## src/rtl/lrs_pkg.sv

```systemverilog
// Shared types, widths and helpers for the line raster stepper.
`timescale 1ns / 1ps

package lrs_pkg;

  localparam int COORD_WIDTH = 11;
  localparam int ERR_WIDTH   = COORD_WIDTH + 2;
  localparam int COLOR_WIDTH = 32;

  localparam int IN_TDATA_BITS  = 4 * COORD_WIDTH + COLOR_WIDTH;
  localparam int IN_TDATA_W     = ((IN_TDATA_BITS + 7) / 8) * 8;
  localparam int OUT_TDATA_BITS = 2 * COORD_WIDTH + COLOR_WIDTH;
  localparam int OUT_TDATA_W    = ((OUT_TDATA_BITS + 7) / 8) * 8;

  localparam int FIFO_DEPTH = 4;
  localparam int FIFO_PTR_W = $clog2(FIFO_DEPTH);
  localparam int FIFO_CNT_W = $clog2(FIFO_DEPTH + 1);

  // Action codes carried in tuser
  localparam logic ACT_START = 1'b0;
  localparam logic ACT_STEP  = 1'b1;

  typedef logic [COORD_WIDTH-1:0]        coord_t;
  typedef logic signed [ERR_WIDTH-1:0]   err_t;
  typedef logic [COLOR_WIDTH-1:0]        color_t;

  // One classified command as it sits in the queue
  typedef struct packed {
    logic   is_start;
    coord_t cur_x;
    coord_t cur_y;
    coord_t end_x;
    coord_t end_y;
    coord_t span_x;
    coord_t span_y;
    logic   dir_x_neg;
    logic   dir_y_neg;
    logic   x_major;
    err_t   err;
    logic   active;
    color_t color;
  } cmd_t;

  function automatic coord_t step_coord(input coord_t v, input logic negative);
    step_coord = negative ? coord_t'(v - coord_t'(1)) : coord_t'(v + coord_t'(1));
  endfunction

endpackage

```

## src/rtl/line_raster_stepper.sv

```systemverilog
// Line raster stepper: one pixel per step word along a line between two endpoints.
//
// Input channel (s_axis_*): tuser selects the action, 0 loads a new line
// (endpoints and color from tdata), 1 advances one pixel. Output channel
// (m_axis_*): one word per emitted pixel, tlast marks the final pixel of
// the line. The end pixel itself is never sent; equal endpoints send nothing,
// and a step word with no line in progress is dropped silently.
// A step word is written into the command queue when it is accepted; once
// it reaches the head and the output register is free, its pixel is loaded
// into the stepper's output register, which drives m_axis_*.
// Throughput: one word per cycle on both sides, while the queue is not full
// and the receiver is ready; the stepper's one error term update per clock sets that rate.
// Input words pass through a four-entry command queue, so input is still
// taken while a pixel waits on a stalled receiver; the queue filling is what
// finally drops s_axis_tready_o.
// Reset clears the queue, the line-active flag and the output valid; the block
// accepts words once reset is released.
`timescale 1ns / 1ps

module line_raster_stepper import lrs_pkg::*; (
  input  logic                   clk_i,
  input  logic                   rst_ni,
  input  logic                   s_axis_tvalid_i,
  output logic                   s_axis_tready_o,
  // tdata: x_start, y_start, x_end, y_end, line_color, zero pad
  input  logic [IN_TDATA_W-1:0]  s_axis_tdata_i,
  // tuser: action
  input  logic                   s_axis_tuser_i,
  output logic                   m_axis_tvalid_o,
  input  logic                   m_axis_tready_i,
  // tdata: pixel_x, pixel_y, pixel_color, zero pad
  output logic [OUT_TDATA_W-1:0] m_axis_tdata_o,
  // tlast: last_pixel
  output logic                   m_axis_tlast_o
);

  logic push, fifo_full, pop, head_valid;
  cmd_t push_cmd, head_cmd;

  lrs_front u_front (
    .s_axis_tvalid_i (s_axis_tvalid_i),
    .s_axis_tready_o (s_axis_tready_o),
    .s_axis_tdata_i  (s_axis_tdata_i),
    .s_axis_tuser_i  (s_axis_tuser_i),
    .fifo_full_i     (fifo_full),
    .push_o          (push),
    .cmd_o           (push_cmd)
  );

  lrs_cmd_fifo u_fifo (
    .clk_i        (clk_i),
    .rst_ni       (rst_ni),
    .push_i       (push),
    .push_data_i  (push_cmd),
    .full_o       (fifo_full),
    .pop_i        (pop),
    .head_o       (head_cmd),
    .head_valid_o (head_valid)
  );

  lrs_back u_back (
    .clk_i           (clk_i),
    .rst_ni          (rst_ni),
    .head_valid_i    (head_valid),
    .head_i          (head_cmd),
    .pop_o           (pop),
    .m_axis_tvalid_o (m_axis_tvalid_o),
    .m_axis_tready_i (m_axis_tready_i),
    .m_axis_tdata_o  (m_axis_tdata_o),
    .m_axis_tlast_o  (m_axis_tlast_o)
  );

endmodule

```

## src/rtl/lrs_front.sv

```systemverilog
// Input side: accepts words and turns start words into a ready-to-load line setup.
`timescale 1ns / 1ps

module lrs_front import lrs_pkg::*; (
  input  logic                  s_axis_tvalid_i,
  output logic                  s_axis_tready_o,
  input  logic [IN_TDATA_W-1:0] s_axis_tdata_i,
  input  logic                  s_axis_tuser_i,
  input  logic                  fifo_full_i,
  output logic                  push_o,
  output cmd_t                  cmd_o
);

  coord_t xs, ys, xe, ye;
  coord_t span_x, span_y, major;
  logic   x_lt, y_lt, x_major;

  assign xs = s_axis_tdata_i[COORD_WIDTH-1:0];
  assign ys = s_axis_tdata_i[2*COORD_WIDTH-1:COORD_WIDTH];
  assign xe = s_axis_tdata_i[3*COORD_WIDTH-1:2*COORD_WIDTH];
  assign ye = s_axis_tdata_i[4*COORD_WIDTH-1:3*COORD_WIDTH];

  assign x_lt    = xs < xe;
  assign y_lt    = ys < ye;
  assign span_x  = x_lt ? coord_t'(xe - xs) : coord_t'(xs - xe);
  assign span_y  = y_lt ? coord_t'(ye - ys) : coord_t'(ys - ye);
  assign x_major = span_x >= span_y;
  assign major   = x_major ? span_x : span_y;

  assign s_axis_tready_o = !fifo_full_i;
  assign push_o          = s_axis_tvalid_i && !fifo_full_i;

  always_comb begin
    cmd_o           = '0;
    cmd_o.is_start  = (s_axis_tuser_i == ACT_START);
    cmd_o.cur_x     = xs;
    cmd_o.cur_y     = ys;
    cmd_o.end_x     = xe;
    cmd_o.end_y     = ye;
    cmd_o.span_x    = span_x;
    cmd_o.span_y    = span_y;
    cmd_o.dir_x_neg = !x_lt;
    cmd_o.dir_y_neg = !y_lt;
    cmd_o.x_major   = x_major;
    cmd_o.err       = err_t'({2'b00, 1'b0, major[COORD_WIDTH-1:1]});
    cmd_o.active    = (major != '0);
    cmd_o.color     = s_axis_tdata_i[IN_TDATA_BITS-1:4*COORD_WIDTH];
  end

endmodule

```

## src/rtl/lrs_cmd_fifo.sv

```systemverilog
// Short command queue between the input side and the stepper.
`timescale 1ns / 1ps

module lrs_cmd_fifo import lrs_pkg::*; (
  input  logic clk_i,
  input  logic rst_ni,
  input  logic push_i,
  input  cmd_t push_data_i,
  output logic full_o,
  input  logic pop_i,
  output cmd_t head_o,
  output logic head_valid_o
);

  cmd_t                  entries_q [FIFO_DEPTH];
  logic [FIFO_PTR_W-1:0] wr_ptr_q, wr_ptr_d, rd_ptr_q, rd_ptr_d;
  logic [FIFO_CNT_W-1:0] count_q, count_d;
  logic                  do_push, do_pop;

  assign full_o       = (count_q == FIFO_CNT_W'(FIFO_DEPTH));
  assign head_valid_o = (count_q != '0);
  assign head_o       = entries_q[rd_ptr_q];
  assign do_push      = push_i && !full_o;
  assign do_pop       = pop_i && head_valid_o;

  always_comb begin
    wr_ptr_d = do_push ? FIFO_PTR_W'(wr_ptr_q + 1'b1) : wr_ptr_q;
    rd_ptr_d = do_pop ? FIFO_PTR_W'(rd_ptr_q + 1'b1) : rd_ptr_q;
    count_d  = count_q;
    if (do_push && !do_pop) begin
      count_d = FIFO_CNT_W'(count_q + 1'b1);
    end else if (do_pop && !do_push) begin
      count_d = FIFO_CNT_W'(count_q - 1'b1);
    end
  end

  always_ff @(posedge clk_i or negedge rst_ni) begin
    if (!rst_ni) begin
      wr_ptr_q <= '0;
      rd_ptr_q <= '0;
      count_q  <= '0;
    end else begin
      wr_ptr_q <= wr_ptr_d;
      rd_ptr_q <= rd_ptr_d;
      count_q  <= count_d;
    end
  end

  always_ff @(posedge clk_i) begin
    if (do_push) begin
      entries_q[wr_ptr_q] <= push_data_i;
    end
  end

  a_count_bound: assert property (@(posedge clk_i) disable iff (!rst_ni)
    count_q <= FIFO_CNT_W'(FIFO_DEPTH))
    else $error("queue count above depth");

  a_ptr_gap: assert property (@(posedge clk_i) disable iff (!rst_ni)
    (count_q == '0 || count_q == FIFO_CNT_W'(FIFO_DEPTH)) |-> (wr_ptr_q == rd_ptr_q))
    else $error("queue pointers disagree with count");

endmodule

```

## src/rtl/lrs_back.sv

```systemverilog
// Stepper: loads line setups, walks the line and holds the pixel output register.
`timescale 1ns / 1ps

module lrs_back import lrs_pkg::*; (
  input  logic                   clk_i,
  input  logic                   rst_ni,
  input  logic                   head_valid_i,
  input  cmd_t                   head_i,
  output logic                   pop_o,
  output logic                   m_axis_tvalid_o,
  input  logic                   m_axis_tready_i,
  output logic [OUT_TDATA_W-1:0] m_axis_tdata_o,
  output logic                   m_axis_tlast_o
);

  coord_t cur_x_q, cur_x_d, cur_y_q, cur_y_d, end_x_q, end_x_d, end_y_q, end_y_d;
  coord_t span_x_q, span_x_d, span_y_q, span_y_d;
  logic   dir_x_neg_q, dir_x_neg_d, dir_y_neg_q, dir_y_neg_d, x_major_q, x_major_d;
  err_t   err_q, err_d;
  color_t color_q, color_d;
  logic   active_q, active_d;

  logic   out_valid_q, out_valid_d, out_last_q, out_last_d;
  coord_t out_x_q, out_x_d, out_y_q, out_y_d;
  color_t out_color_q, out_color_d;

  logic   out_ready, emit;
  err_t   minor_ext, major_ext, err_sub, err_new;
  logic   borrow;
  coord_t nx, ny;
  logic   still_active;

  assign out_ready = !out_valid_q || m_axis_tready_i;
  assign pop_o     = head_valid_i && (head_i.is_start || !active_q || out_ready);
  assign emit      = pop_o && !head_i.is_start && active_q;

  // Error-term update for one step along the major axis
  assign minor_ext = x_major_q ? err_t'({2'b00, span_y_q}) : err_t'({2'b00, span_x_q});
  assign major_ext = x_major_q ? err_t'({2'b00, span_x_q}) : err_t'({2'b00, span_y_q});
  assign err_sub   = err_t'(err_q - minor_ext);
  assign borrow    = err_sub[ERR_WIDTH-1];
  assign err_new   = borrow ? err_t'(err_sub + major_ext) : err_sub;

  always_comb begin
    if (x_major_q) begin
      nx           = step_coord(cur_x_q, dir_x_neg_q);
      ny           = borrow ? step_coord(cur_y_q, dir_y_neg_q) : cur_y_q;
      still_active = (nx != end_x_q);
    end else begin
      ny           = step_coord(cur_y_q, dir_y_neg_q);
      nx           = borrow ? step_coord(cur_x_q, dir_x_neg_q) : cur_x_q;
      still_active = (ny != end_y_q);
    end
  end

  always_comb begin
    cur_x_d     = cur_x_q;
    cur_y_d     = cur_y_q;
    end_x_d     = end_x_q;
    end_y_d     = end_y_q;
    span_x_d    = span_x_q;
    span_y_d    = span_y_q;
    dir_x_neg_d = dir_x_neg_q;
    dir_y_neg_d = dir_y_neg_q;
    x_major_d   = x_major_q;
    err_d       = err_q;
    color_d     = color_q;
    active_d    = active_q;
    out_valid_d = out_valid_q && !m_axis_tready_i;
    out_x_d     = out_x_q;
    out_y_d     = out_y_q;
    out_color_d = out_color_q;
    out_last_d  = out_last_q;
    if (pop_o && head_i.is_start) begin
      cur_x_d     = head_i.cur_x;
      cur_y_d     = head_i.cur_y;
      end_x_d     = head_i.end_x;
      end_y_d     = head_i.end_y;
      span_x_d    = head_i.span_x;
      span_y_d    = head_i.span_y;
      dir_x_neg_d = head_i.dir_x_neg;
      dir_y_neg_d = head_i.dir_y_neg;
      x_major_d   = head_i.x_major;
      err_d       = head_i.err;
      color_d     = head_i.color;
      active_d    = head_i.active;
    end else if (emit) begin
      out_valid_d = 1'b1;
      out_x_d     = cur_x_q;
      out_y_d     = cur_y_q;
      out_color_d = color_q;
      out_last_d  = !still_active;
      cur_x_d     = nx;
      cur_y_d     = ny;
      err_d       = err_new;
      active_d    = still_active;
    end
  end

  always_ff @(posedge clk_i or negedge rst_ni) begin
    if (!rst_ni) begin
      active_q    <= 1'b0;
      out_valid_q <= 1'b0;
    end else begin
      active_q    <= active_d;
      out_valid_q <= out_valid_d;
    end
  end

  always_ff @(posedge clk_i) begin
    cur_x_q     <= cur_x_d;
    cur_y_q     <= cur_y_d;
    end_x_q     <= end_x_d;
    end_y_q     <= end_y_d;
    span_x_q    <= span_x_d;
    span_y_q    <= span_y_d;
    dir_x_neg_q <= dir_x_neg_d;
    dir_y_neg_q <= dir_y_neg_d;
    x_major_q   <= x_major_d;
    err_q       <= err_d;
    color_q     <= color_d;
    out_x_q     <= out_x_d;
    out_y_q     <= out_y_d;
    out_color_q <= out_color_d;
    out_last_q  <= out_last_d;
  end

  assign m_axis_tvalid_o = out_valid_q;
  assign m_axis_tlast_o  = out_last_q;
  assign m_axis_tdata_o  = OUT_TDATA_W'({out_color_q, out_y_q, out_x_q});

  a_emit_loads: assert property (@(posedge clk_i) disable iff (!rst_ni)
    emit |=> out_valid_q)
    else $error("step on active line produced no word");

  a_err_range: assert property (@(posedge clk_i) disable iff (!rst_ni)
    active_q |-> !err_q[ERR_WIDTH-1])
    else $error("error term negative on an active line");

  a_not_at_end: assert property (@(posedge clk_i) disable iff (!rst_ni)
    active_q |-> (x_major_q ? (cur_x_q != end_x_q) : (cur_y_q != end_y_q)))
    else $error("active line already at its end pixel");

endmodule
```

## config.mk

```make
export PLATFORM = sky130hd
export DESIGN_NAME = line_raster_stepper
export DESIGN_NICKNAME = d
export VERILOG_FILES = /design/src/rtl/lrs_pkg.sv /design/src/rtl/line_raster_stepper.sv /design/src/rtl/lrs_front.sv /design/src/rtl/lrs_cmd_fifo.sv /design/src/rtl/lrs_back.sv
export SDC_FILE = /design/constraint.sdc
export NUM_CORES = 1
export LEC_CHECK = 0
export BUFFER_PORTS_ARGS = -buffer_cell sky130_fd_sc_hd__buf_4
export CORE_ASPECT_RATIO = 0.7
export CORE_MARGIN = 2
export CORE_UTILIZATION = 65
export CTS_BUF_LIST = sky130_fd_sc_hd__clkbuf_4 sky130_fd_sc_hd__clkbuf_8 sky130_fd_sc_hd__clkbuf_16
export CTS_CLUSTER_DIAMETER = 200
export DETAILED_ROUTE_END_ITERATION = 10
export GPL_ROUTABILITY_DRIVEN = 0
export PLACE_DENSITY = 0.92
export SLEW_MARGIN = 20
export SYNTH_ARGS = -nofsm -noshare
export SYNTH_HDL_FRONTEND = slang
export SYNTH_SLANG_ARGS = --single-unit
```

## constraint.sdc

```tcl
create_clock -name clk_i -period 11.2 [get_ports clk_i]
set_clock_uncertainty 0.15 [all_clocks]
set_input_delay 1.68 -clock clk_i [delete_from_list [all_inputs] [get_ports clk_i]]
set_output_delay 1.68 -clock clk_i [all_outputs]
set_load 0.05 [all_outputs]
```

Word level (Yosys, flattened, before mapping)
Memory sizes are Yosys's and may differ from the RTL's.
Index checks and enable logic that the tools add are counted.

operators by class
  $lt $le $gt $ge = 3
  mux-type cells = 27
  reduce and logical (&&, ||, !) cells = 31
  bitwise gates (word level) = 2
  equality and inequality tests = 4
  add/sub/neg operators = 14

operators by type and width
  kind                   number
  $mux 11                15
  $sub 11x11->11         4
  $mux 13                3
  $add 11x1->11 const B  2
  $lt 11x11->1           2
  $ne 11x11->1           2
  $sub 11x1->11 const B  2
  $add 13x13->13         1
  $sub 13x13->13         1
  $ge 11x11->1           1
  $reduce_bool 11->1     1
  $logic_and 1x1->1      10
  $logic_not 1->1        10
  $mux 1                 7
  $mux 3                 2
  $reduce_and 2->1       3
  $reduce_bool 3->1      2
  $add 2x1->2 const B    2
  $reduce_bool 2->1      2
  $add 3x1->3 const B    1
  $eq 3x3->1 const B     1
  $logic_or 1x1->1       3
  $ne 3x3->1 const B     1
  $sub 3x1->3 const B    1
  $not 1->1              2

storage, ports and cells
  output and inout port bits = 59
  register bits = 178
  memory bits (writable) = 452
  word-level logic and storage cells = 102
  bits of input ports = 85
  memories = 1

memory list
  memory            depth  width  read ports  clocked after Yosys merged registers in  write ports  line                source
  u_fifo.entries_q  4      113    1           0                                        1            lrs_cmd_fifo.sv:15  cmd_t entries_q [FIFO_DEPTH];

Longest topological paths before layout
  word-level depth = 8
  depth in mapped cells = 21
  gate-level depth less buffers = 21

Modules after synthesis
From an unflattened synthesis, not the netlist that was laid out.

second synthesis, totals
  cell total of the unflattened synthesis = 1700
  area total of the unflattened synthesis = 28574.9 um^2

modules (own cells, without submodules)
  module        sequential area each (um^2)  cells each  area each (um^2)  times used
  lrs_cmd_fifo  14108.5                      641         17106.4           1
  lrs_back      5124.9                       651         8480.6            1
  lrs_front     0.0                          408         2987.9            1

Least setup slack after synthesis
Ideal clock, no wire load.

  path type = input to register
  from = input port s_axis_tdata_i[2]
  to = memory u_fifo.entries_q[0][32] (netlist bit), data pin
  buffers on the path = 2
  setup time = 0.287 ns
  slack = 4.651 ns
  stages on the path = 18
  data arrival time = 6.112 ns
  data required time = 10.763 ns
  cell sequence = inv_1 > ha_1 > clkbuf_1 > and3_1 > a2111oi_0 > o31a_1 > buf_4 > mux2i_1 > o211ai_1 > xnor2_1 > ha_1 > a211oi_1 > nand2_1 > a31oi_1 > o21ai_1 > or4b_1 > a2111o_1 > or4_1

RTL lines
  element             line                       source
  start: declaration  line_raster_stepper.sv:26  input logic [IN_TDATA_W-1:0] s_axis_tdata_i,
  end: declaration    lrs_cmd_fifo.sv:15

==> impl_metrics.py <==
metrics = {
    "setup_path": {
        "worstPathRequired_ns": 11.34,
        "timing.rr.end": "u_back.err_q[9]",
        "cp.arrival_ns": 7.73,
        "timing.rr.start": "u_back.x_major_q",
        "ff2ff_path_depth": 17,
        "critPathMaxStageDelay_ns": 0.73,
        "cp-end-kind": "flip-flop",
        "cp-endpoint": "u_fifo.entries_q[3][32]",
        "crit_start": "s_axis_tdata_i[4]",
        "crit_chain": "buf_4, inv_1, ha_1, and3_1, a2111oi_0, o31a_1, mux2i_1, o211ai_1, xnor2_1, ha_1, a211oi_1, nand2_1, a31oi_1, o21ai_1, buf_4, or4b_1, a2111o_1, or4_1",
        "worstPathMaxFanout": 21,
        "cp-start-kind": "primary input",
        "critPathKind": "in -> reg",
        "r2r_slack_ns": 6.22,
        "cp_slowest_cell": "xnor2_1",
    },
    "yosys": {
        "ys_top_cells_by_count": "621 x edfxtp_1, 113 x mux4_2, 98 x ha_1",
        "synth_top_area_share_pct": 68.1,
        "avgSynthCellArea_um2": 17.0,
        "ys_ff_latch": 630,
        "netlist_top_cells_area": "edfxtp_1 68%, mux4_2 9.3%, ha_1 4.5%",
        "synth.distinct_cells": 76,
        "yosys.area.top_type": "edfxtp_1",
        "synth_edf_count": 621,
        "syn-cell-area_mm2": 0.0274,
        "ys.flop_type": "edfxtp_1",
        "netlist_instances": 1606,
        "yosysWarnings": 0,
        "seq_area_frac_synth_pct": 68.9,
        "postSynth.asyncResetShare_pct": 1.43,
        "yosysMostFrequentCell": "edfxtp_1",
    },
    "sta": {
        "fmax_mhz": 132,
        "tightest_slew_ns": 1.12,
        "grt_setup_unrepaired": "false",
        "fin_tns_setup_ns": 0,
        "finalHoldViolCount": 0,
        "slew_violations": 0,
        "finalCritPeriodShare_pct": 67.8,
        "period_minus_slack_ns": 7.59,
        "slew_headroom_pct": 25.1,
        "setup_viol_count_final": 0,
    },
    "route": {
        "wl_um": 63900,
        "first_iter_violations": 1926,
        "viasPerCell": 6.77,
        "drt_first_pass_iters": 8,
        "ant_nets": 0,
        "wire_per_inst_um": 27.2,
        "drc": 0,
        "vias": 15898,
    },
    "clocking": {
        "clock-sinks": 630,
        "clk_pin_slew_ns": 0.07,
        "cts_resized": 0,
        "cts_buffers": 54,
        "h-tree-depth": 2,
        "postCtsHoldBufs": 0,
        "clock_path_buffers": 3,
        "cts_setup_buffers": 0,
        "cts_tree": "built",
        "clk_latency_ns": 0.61,
        "cts_root_buffer": "clkbuf_16",
    },
    "grt": {
        "grt_max_degree": 65,
        "first_global_vias": 16174,
        "grt_usage_pct": 29.6,
        "grt_pass1_wl_um": 97200,
        "overflow": 0,
        "antenna_found_initial": 1,
    },
    "final_layout": {
        "fin_nets": 1951,
        "area_growth_pct": 13.0,
        "design_area_mm2": 0.0309,
        "fin_util_pct": 74.9,
        "layout-drive-gt1-share_pct": 22.3,
    },
    "floorplan": {
        "num_io_pins": 144,
        "die-area_mm2": 0.0438,
        "core_area_mm2": 0.0413,
        "die_w_um": 249,
        "initial_core_util_pct": 66.3,
        "rows": 62,
        "die_y_um": 176,
    },
    "min_path": {
        "min_path_type": "reg -> reg",
    },
    "outcome": {
        "outcome": "completed",
    },
    "placed_design": {
        "dpl_cell_area_mm2": 0.0290,
        "io_buffers": 137,
        "hpwl_um": 36600,
    },
    "run": {
        "maxCapViolations": 0,
    },
}
==> worst min-delay path by stage <==
stage,from,endpoint,cells past startpoint
5_1_grt,u_back.color_q[7],u_back.out_color_q[7],0
3_5_place_dp,u_back.color_q[9],u_back.out_color_q[9],0
3_3_place_gp,u_back.color_q[15],u_back.out_color_q[15],0
2_1_floorplan,u_back.color_q[0],u_back.out_color_q[0],0
4_1_cts,u_back.color_q[31],u_back.out_color_q[31],0
6_report,u_back.color_q[31],u_back.out_color_q[31],0
==> sequential cells by signal (all words and copies together) (netlist names), 13 cells and up <==
signal              count
u_back.out_color_q     32
u_fifo.entries_q      452
u_back.color_q         32
u_back.err_q           13
==> worst max-delay path: cells and delay by family <==
kind	cells	cell delay [ns]
compound gates	7	2.34
simple gates	4	1.46
fa+ha+maj	2	0.79
xor+xnor	1	0.73
buf+inv	3	0.43
mux	1	0.30
==> metrics by stage <==
| stage | hold WS, ns | cells | setup slack (ns) |
|---|---|---|---|
| 3_5_place_dp | 0.256 | 2247 | 3.43 |
| 6_report | 0.269 | 2349 | 3.61 |
| 4_1_cts | 0.275 | 2348 | 3.85 |
| 5_1_grt | 0.281 | 2348 | 3.48 |
| 3_3_place_gp | 0.251 | 2247 | 3.55 |
| 2_1_floorplan | 0.250 | 1607 | 4.65 |
==> per-layer routing <==
layer / vias up / global-route usage [%] / share of wire (%)
met5: - / 0 / 0
met4: 0 / 11.5 / 4.3
met3: 265 / 5.17 / 9.7
met2: 1204 / 50.8 / 50
met1: 7844 / 38.4 / 36
li1: 6585 / - / -
==> cells in the final DEF (no fill, tap or decap), types with 11 or more instances in the layout <==
cell type,n
ha_1,98
xnor2_1,47
o21bai_1,12
nand2_1,68
buf_4,153
mux2_2,22
nand3_1,13
xor2_1,29
a21o_1,21
mux2i_1,27
o21a_1,11
clkbuf_16,55
nor2_1,79
mux4_2,113
nor3_1,22
a21oi_1,73
edfxtp_1,621
o21ai_0,34
inv_1,90
==> cells by family (layout without fill, tap and decap cells) <==
family | count (synthesis) | after routing | synth area share [%]
buffers and inverters | 151 | 348 | 2.15
other | 1 | 3 | 0.0137
XOR/XNOR | 79 | 79 | 2.68
AO/OA/AOI/OAI | 234 | 234 | 5.76
adder cells (fa/ha/maj) | 107 | 107 | 5.14
AND/OR/NAND/NOR | 242 | 242 | 4.12
flip-flops | 630 | 630 | 68.9
multiplexers | 162 | 162 | 11.2
==> area by class of cell <==
class | count | area, µm²
flip-flops and latches | 630 | 18900
clock inverters | 38 | 464
well taps | 544 | 681
inverters | 94 | 358
multi-input cells | 826 | 7950
diodes | 1 | 2.50
repair buffers | 153 | 1150
fillers | 2166 | 10300
clock buffers | 63 | 1440
Power is left out: the tool's default activity adds up to more than one toggle a clock period on the data nets, which glitch-free logic cannot reach.
